===== config.mk =====
export PLATFORM = sky130hd
export DESIGN_NAME = sgcu_div
export DESIGN_NICKNAME = d
export VERILOG_FILES = /design/src/design/sgcu_pkg.sv /design/src/design/sgcu_div.sv
export SDC_FILE = /design/constraint.sdc
export NUM_CORES = 1
export LEC_CHECK = 0
export BUFFER_PORTS_ARGS = -buffer_cell sky130_fd_sc_hd__buf_2
export CORE_MARGIN = 4
export CORE_UTILIZATION = 31
export DETAILED_ROUTE_END_ITERATION = 7
export GPL_TIMING_DRIVEN = 0
export PLACE_DENSITY_LB_ADDON = 0.3
export SKIP_LAST_GASP = 1
export SLEW_MARGIN = 5
export SYNTH_ARGS = -nofsm -noshare
export SYNTH_HDL_FRONTEND = slang
export SYNTH_SLANG_ARGS = --single-unit

===== constraint.sdc =====
create_clock -name clk -period 10.32 [get_ports clk]
set_input_delay 2.064 -clock clk [delete_from_list [all_inputs] [get_ports clk]]
set_output_delay 2.064 -clock clk [all_outputs]
set_load 0.01 [all_outputs]

===== src/design/sgcu_pkg.sv =====
`default_nettype none
// ----------------------------------------------------------------------------
// sgcu_pkg
// Shared widths for the sensor grid calibrate and upscale block.
// ----------------------------------------------------------------------------
package sgcu_pkg;

  localparam int VAL_W      = 24;
  localparam int RAW_W      = 16;
  localparam int ROW_PORT_W = 4;
  localparam int COL_PORT_W = 5;

endpackage

`default_nettype wire


===== src/design/sgcu_div.sv =====
`default_nettype none
// ----------------------------------------------------------------------------
// sgcu_div
// Divider by a fixed denominator using a reciprocal multiply in two passes.
// ----------------------------------------------------------------------------
module sgcu_div #(
  parameter int DEN_W = 9,
  parameter int DEN   = 465
) (
  input  wire logic                           clk,
  input  wire logic                           rst_n,
  input  wire logic                           start,
  input  wire logic [DEN_W+sgcu_pkg::VAL_W-1:0] num,
  output logic                                done,
  output logic [sgcu_pkg::VAL_W-1:0]          quot
);

  localparam int NUM_W = DEN_W + sgcu_pkg::VAL_W;
  localparam int SHIFT = NUM_W + $clog2(DEN);
  localparam int MW    = NUM_W + 1;
  localparam int LO_W  = NUM_W / 2;
  localparam int HI_W  = NUM_W - LO_W;
  localparam int MP_W  = HI_W + MW;
  localparam int ACC_W = NUM_W + MW;
  localparam longint unsigned RECIP =
    ((64'd1 << SHIFT) + 64'(DEN) - 64'd1) / 64'(DEN);
  localparam logic [MW-1:0] RECIP_V = MW'(RECIP);

  logic              busy_r;
  logic              done_r;
  logic              phase_r;
  logic [NUM_W-1:0]  num_r;
  logic [ACC_W-1:0]  acc_r;
  logic [HI_W-1:0]   mul_a;
  logic [MP_W-1:0]   mul_p;

  assign mul_a = phase_r ? num_r[NUM_W-1:LO_W] : HI_W'(num_r[LO_W-1:0]);
  assign mul_p = MP_W'(mul_a) * MP_W'(RECIP_V);

  always_ff @(posedge clk) begin
    if (!rst_n) begin
      busy_r  <= 1'b0;
      done_r  <= 1'b0;
      phase_r <= 1'b0;
    end else begin
      done_r <= 1'b0;
      if (start) begin
        busy_r  <= 1'b1;
        phase_r <= 1'b0;
      end else if (busy_r) begin
        if (phase_r) begin
          busy_r <= 1'b0;
          done_r <= 1'b1;
        end
        phase_r <= ~phase_r;
      end
    end
  end

  always_ff @(posedge clk) begin
    if (start) begin
      num_r <= num;
    end else if (busy_r) begin
      if (phase_r) begin
        acc_r <= acc_r + (ACC_W'(mul_p) << LO_W);
      end else begin
        acc_r <= ACC_W'(mul_p);
      end
    end
  end

  assign done = done_r;
  assign quot = acc_r[SHIFT+sgcu_pkg::VAL_W-1:SHIFT];

endmodule

`default_nettype wire


==> reports/results.tsv, run 1 <==
metric	value	unit
status	completed	
wirelength	38600	µm
synth-edff-count	83	
synth_flop_cell	edfxtp_1	
min_path_type	flip-flop to flip-flop	
finalSetupViolations	0	
rsz0062_at_grt	yes	
area_delta_synth_final	10.4	%
cts_sinks	86	
first_global_vias	10800	
synthArstFlopShare	0	%
relSlewSlack	21.8	%
antenna_found_initial	0	
syn_nets	1844	
grt_overflow	0	
routedWlPerCell	18.1	µm
dieArea	47800	µm²
start_kind	flip-flop	
fin_crit	9890	ps
start_util	31.7	%
yosys_warnings	0	
gp_congestion	0.888	
crit_fanout	10	
critPathMaxStageDelay	540	ps
synth_top_cell_area_share	20.9	%
reg2reg_slack	430	ps
ys_types	80	
clock_latency	380	ps
clock_skew	13.6	ps
cts_htree_levels	3	
fin_nets	1917	
std_cell_rows	76	
cp-end-kind	flip-flop	
synthTopCellsByArea	ha_1, edfxtp_1, fa_1	
portBuffers	60	
num_vias	10700	
finalMaxSlewViolations	0	
drive_gt1_share	11.1	%
cts_tree	built	
drtIter0Drc	705	
tightest_slew	1140	ps
place_inst	2112	
hpwl	32900	µm
yosysTopAreaCell	ha_1	
ant_nets	0	
cts.clk_slew.worst_paths	70	ps
place_area	14800	µm²
n_antenna_cell	0	
cp.arrival	10000	ps
route.detailed.drc	0	
crit_slowest_cell	fa_1	
cts_hold_buffers	0	
worst_path_most_repeated_cell	fa_1	
dr.pass1.iters	5	
cts_buffers	9	
cts_buffer_depth	2	
synth_area	13800	µm²
die-width	219	µm
synthCells	1466	
fmax	101	MHz
die_h	219	µm
grt_pass1_wl	60500	µm
fin_area	15200	µm²
maxCapViolations	0	
grt_max_degree	38	
yosysSeqAreaShare	18.6	%
root_buffer	clkbuf_16	
fin_util	34.9	%
syn_avg_cell_area	9.39	µm²
final_cells	2129	
num_io_pins	61	
fin_crit_sh	95.9	%
grt_usage	16.3	%
core	43500	µm²
whs	553	ps
fillerInstances	4496	
via_per_inst	5.03	
hold_viol_final	0	
crit_type	flip-flop to flip-flop	
worst-endpoint-required	10430	ps
ys_ff_latch	86	
-- critical path, delay by kind of cell, from the launching register on --
family | cells | cell delay (ps)
AOI/OAI and AO/OA | 10 | 2280
DFF | 1 | 440
xor gates and xnor gates | 1 | 220
muxes | 1 | 480
buffers and inverters | 6 | 1260
adders and majority gates | 8 | 3440
and+or+nand+nor | 5 | 1470
-- cell usage in the layout, fill, tap and decap left out, types with 18 or more instances in the layout --
cell and n:
inv_1 233, ha_1 230, fa_1 112, a21oi_1 107, edfxtp_1 83, nand2_1 79
buf_2 62, nor2_1 59, xnor2_1 55, a21o_1 53, o21ai_0 50, clkbuf_1 29
buf_4 29, xor2_1 28, mux2_2 27, nand4_1 18
-- cell type report --
cell class | instances | area, µm² | share of cell area (%)
Buffer | 64 | 369 | 2.43
Clock buffer | 11 | 233 | 1.53
Clock inverter | 5 | 81.3 | 0.536
Inverter | 235 | 882 | 5.81
Multi-Input combinational cell | 1081 | 10000 | 65.9
Sequential cell | 86 | 2550 | 16.8
Tap cell | 585 | 732 | 4.82
Timing Repair Buffer | 62 | 328 | 2.16
-- path summary, 6_finish.rpt --
kind,startpoint,to,cells past startpoint
worst max-delay path,phase_r$_SDFFE_PP0P_,acc_r[63]$_SDFFCE_PN0P_,31
worst min-delay path,busy_r$_SDFF_PN0_,phase_r$_SDFFE_PP0P_,2
worst max register to register,phase_r$_SDFFE_PP0P_,acc_r[63]$_SDFFCE_PN0P_,31
worst min register to register,busy_r$_SDFF_PN0_,phase_r$_SDFFE_PP0P_,2
-- stage by stage --
| step | setup WS, ps | TNS, ps |
|---|---|---|
| global route | -84.2 | -84.2 |
| finish | 427 | 0 |
| global placement | -960 | -9090 |
| detailed placement | -1010 | -10770 |
| floorplan | 1740 | 0 |
| CTS | 60.4 | 0 |
-- synthesized netlist by cell type, drive strengths merged (6+ instances only) --
| cell | count |
|---|---|
| mux2i | 16 |
| and3 | 11 |
| a31oi | 16 |
| nand3 | 18 |
| buf | 34 |
| o21bai | 17 |
| nor3 | 17 |
| o211ai | 11 |
| nor2 | 59 |
| a21oi | 108 |
| ha | 230 |
| xnor2 | 57 |
| mux2 | 27 |
| fa | 112 |
| a211oi | 14 |
| o21ai | 58 |
| o21a | 14 |
| clkbuf | 30 |
| nand4 | 19 |
| nor2b | 12 |
| xor2 | 28 |
| a211o | 6 |
| a21o | 54 |
| inv | 235 |
| nand2b | 14 |
| nand2 | 79 |
| edfxtp | 83 |
| nor4 | 7 |
-- flip-flops by register name, indices dropped and copies added (netlist names) --
name / flops
acc_r: 50
num_r: 33
busy_r: 1
done: 1
phase_r: 1
-- logic make-up after synthesis --
logic type / after synthesis / synth area share [%]
XOR/XNOR: 85 / 5.41
flip-flops: 86 / 18.6
multiplexers: 43 / 3.37
AO/OA/AOI/OAI: 341 / 16.6
buffers and inverters: 299 / 9.02
adder cells (fa/ha/maj): 342 / 37.2
AND/OR/NAND/NOR: 270 / 9.87
-- routing by layer --
layer	GRT usage, %	vias to the layer above	wire length, µm
li1	-	5238	-
met3	2.60	52	1590
met4	4.72	0	958
met2	27.4	221	18500
met1	21.6	5203	17500
met5	0	-	0
-- timing repair --
item / in CTS / in global routing
setup buffers: 0 / 1
resized for setup: 12 / 8
pin swaps: 0 / 1
setup endpoints to repair: 23 / 11
Power of run 1 is left out: the tool's default activity adds up to more than one toggle a clock period on the data nets, which glitch-free logic cannot reach.
==> inputs of run 2 (changes only) <==
==> constraint.sdc (replaced) <==
create_clock -name clk -period 11.9 [get_ports clk]
set_input_delay 2.38 -clock clk [delete_from_list [all_inputs] [get_ports clk]]
set_output_delay 2.38 -clock clk [all_outputs]
set_load 0.01 [all_outputs]
==> run 2 against run 1 <==
  * Clock skew grew 2.4 ps
  * Non-clock buffer count shrank 1
  * Via count shrank 0.24%
  * Design area shrank 0.32%
  * First-iteration DRC count shrank 11%
  * Maximum frequency shrank 10%
  * Setup slack gained 480 ps
  * Worst hold slack gained 7.9 ps
  * Sequential share of layout area is essentially flat
  * Critical path depth grew 1
  * Utilization shrank 0.11 points
  * Highest routed layer unchanged
==> reports/results.tsv, run 2 (synthesis results as in run 1) <==
metric	value	unit
hold_path_startpoint	busy_r$_SDFF_PN0_	
die-width	219	µm
via_per_inst	5.02	
ant_nets	0	
n_antenna_cell	0	
cts_hold_buffers	0	
top_register	acc_r	
met3_length	1580	µm
antenna_found_initial	0	
route.detailed.drc	0	
grt_max_degree	38	
largest_reg_flops	50	
cts_sinks	86	
start_kind	flip-flop	
cts.clk_slew.worst_paths	70	ps
clock_latency	380	ps
regToRegStartpoint	phase_r$_SDFFE_PP0P_	
reg_top3	acc_r (50), num_r (33)	
maxCapViolations	0	
r2r_end	acc_r[63]$_SDFFCE_PN0P_	
crit_type	flip-flop to flip-flop	
status	completed	
cp-endpoint	acc_r[63]$_SDFFCE_PN0P_	
grt_pass1_wl	60500	µm
num_vias	10700	
die_h	219	µm
critPathMaxStageDelay	760	ps
worst_path_most_repeated_cell	fa_1	
num_io_pins	61	
crit_slowest_cell	buf_1	
start_util	31.7	%
std_cell_rows	76	
core	43500	µm²
route.met2.wl	18600	µm
cts_buffer_depth	2	
worst-endpoint-required	12010	ps
dr.pass1.iters	5	
first_global_vias	10800	
cts_htree_levels	3	
cts_tree	built	
finalSetupViolations	0	
cts_setup_buffers	0	
clock_skew	15.9	ps
grt_usage	16.3	%
crit_fanout	10	
fin_crit_sh	92.4	%
cp-end-kind	flip-flop	
tightest_slew	1200	ps
fin_tns_setup	0	ps
rsz0062_at_grt	no	
cp-startpoint	phase_r$_SDFFE_PP0P_	
grt_overflow	0	
dieArea	47800	µm²
reg2reg_slack	910	ps
min_path_type	flip-flop to flip-flop	
cp.arrival	11100	ps
final_common_cell	inv_1	
finalMaxSlewViolations	0	
ff2ff_path_depth	32	
wirelength_met1	17500	µm
fin_nets	1916	
area_delta_synth_final	10.0	%
layout.cells.most_common_list	inv_1, ha_1, fa_1	
wirelength	38600	µm
fin_util	34.8	%
drive_gt1_share	10.4	%
top_layer_used	met4	
fmax	91.0	MHz
routedWlPerCell	18.1	µm
root_buffer	clkbuf_16	
portBuffers	60	
hold_viol_final	0	
cts_resized	0	
fin_crit	10990	ps
drtIter0Drc	627	
gp_congestion	0.888	
hpwl	32900	µm
cts_buffers	9	
fillerInstances	4499	
relSlewSlack	17.9	%
run 2: layout make-up:
cell class | count | area (µm²) | share of cell area, %
Tap cell | 585 | 732 | 4.84
Inverter | 235 | 882 | 5.83
Clock buffer | 11 | 233 | 1.54
Buffer | 64 | 359 | 2.37
Clock inverter | 5 | 81.3 | 0.537
Multi-Input combinational cell | 1081 | 9980 | 65.9
Sequential cell | 86 | 2550 | 16.9
Timing Repair Buffer | 61 | 320 | 2.12
run 2: critical path: cells and delay by family, from the launching register on:
| kind | cells | cell delay, ps |
|---|---|---|
| xor+xnor | 1 | 500 |
| flops | 1 | 530 |
| fa+ha+maj | 8 | 3500 |
| simple gates | 4 | 1250 |
| buf+inv | 6 | 1930 |
| mux | 1 | 690 |
| compound gates | 12 | 2290 |
run 2: stage by stage:
step	hold slack, ps	setup slack (ps)	instance area (µm²)	std cells
3_3_place_gp	537	620	14800	2111
4_1_cts	567	532	15100	2128
2_1_floorplan	523	3320	13800	1466
6_report	561	908	15100	2128
5_1_grt	604	310	15100	2128
3_5_place_dp	547	570	14800	2112
run 2: worst min path at each step:
stage	end	slack, ps	cells after the start
3_5_place_dp	phase_r$_SDFFE_PP0P_	550	2
3_3_place_gp	phase_r$_SDFFE_PP0P_	540	2
2_1_floorplan	phase_r$_SDFFE_PP0P_	520	2
5_1_grt	phase_r$_SDFFE_PP0P_	600	2
4_1_cts	phase_r$_SDFFE_PP0P_	570	2
6_report	phase_r$_SDFFE_PP0P_	560	2
run 2: routing by layer:
metal	vias to the layer above	global-route usage (%)
li1	5235	-
met1	5196	21.6
met2	216	27.4
met3	41	2.60
met4	0	4.72
met5	-	0
Power of run 2 is left out for the same reason.
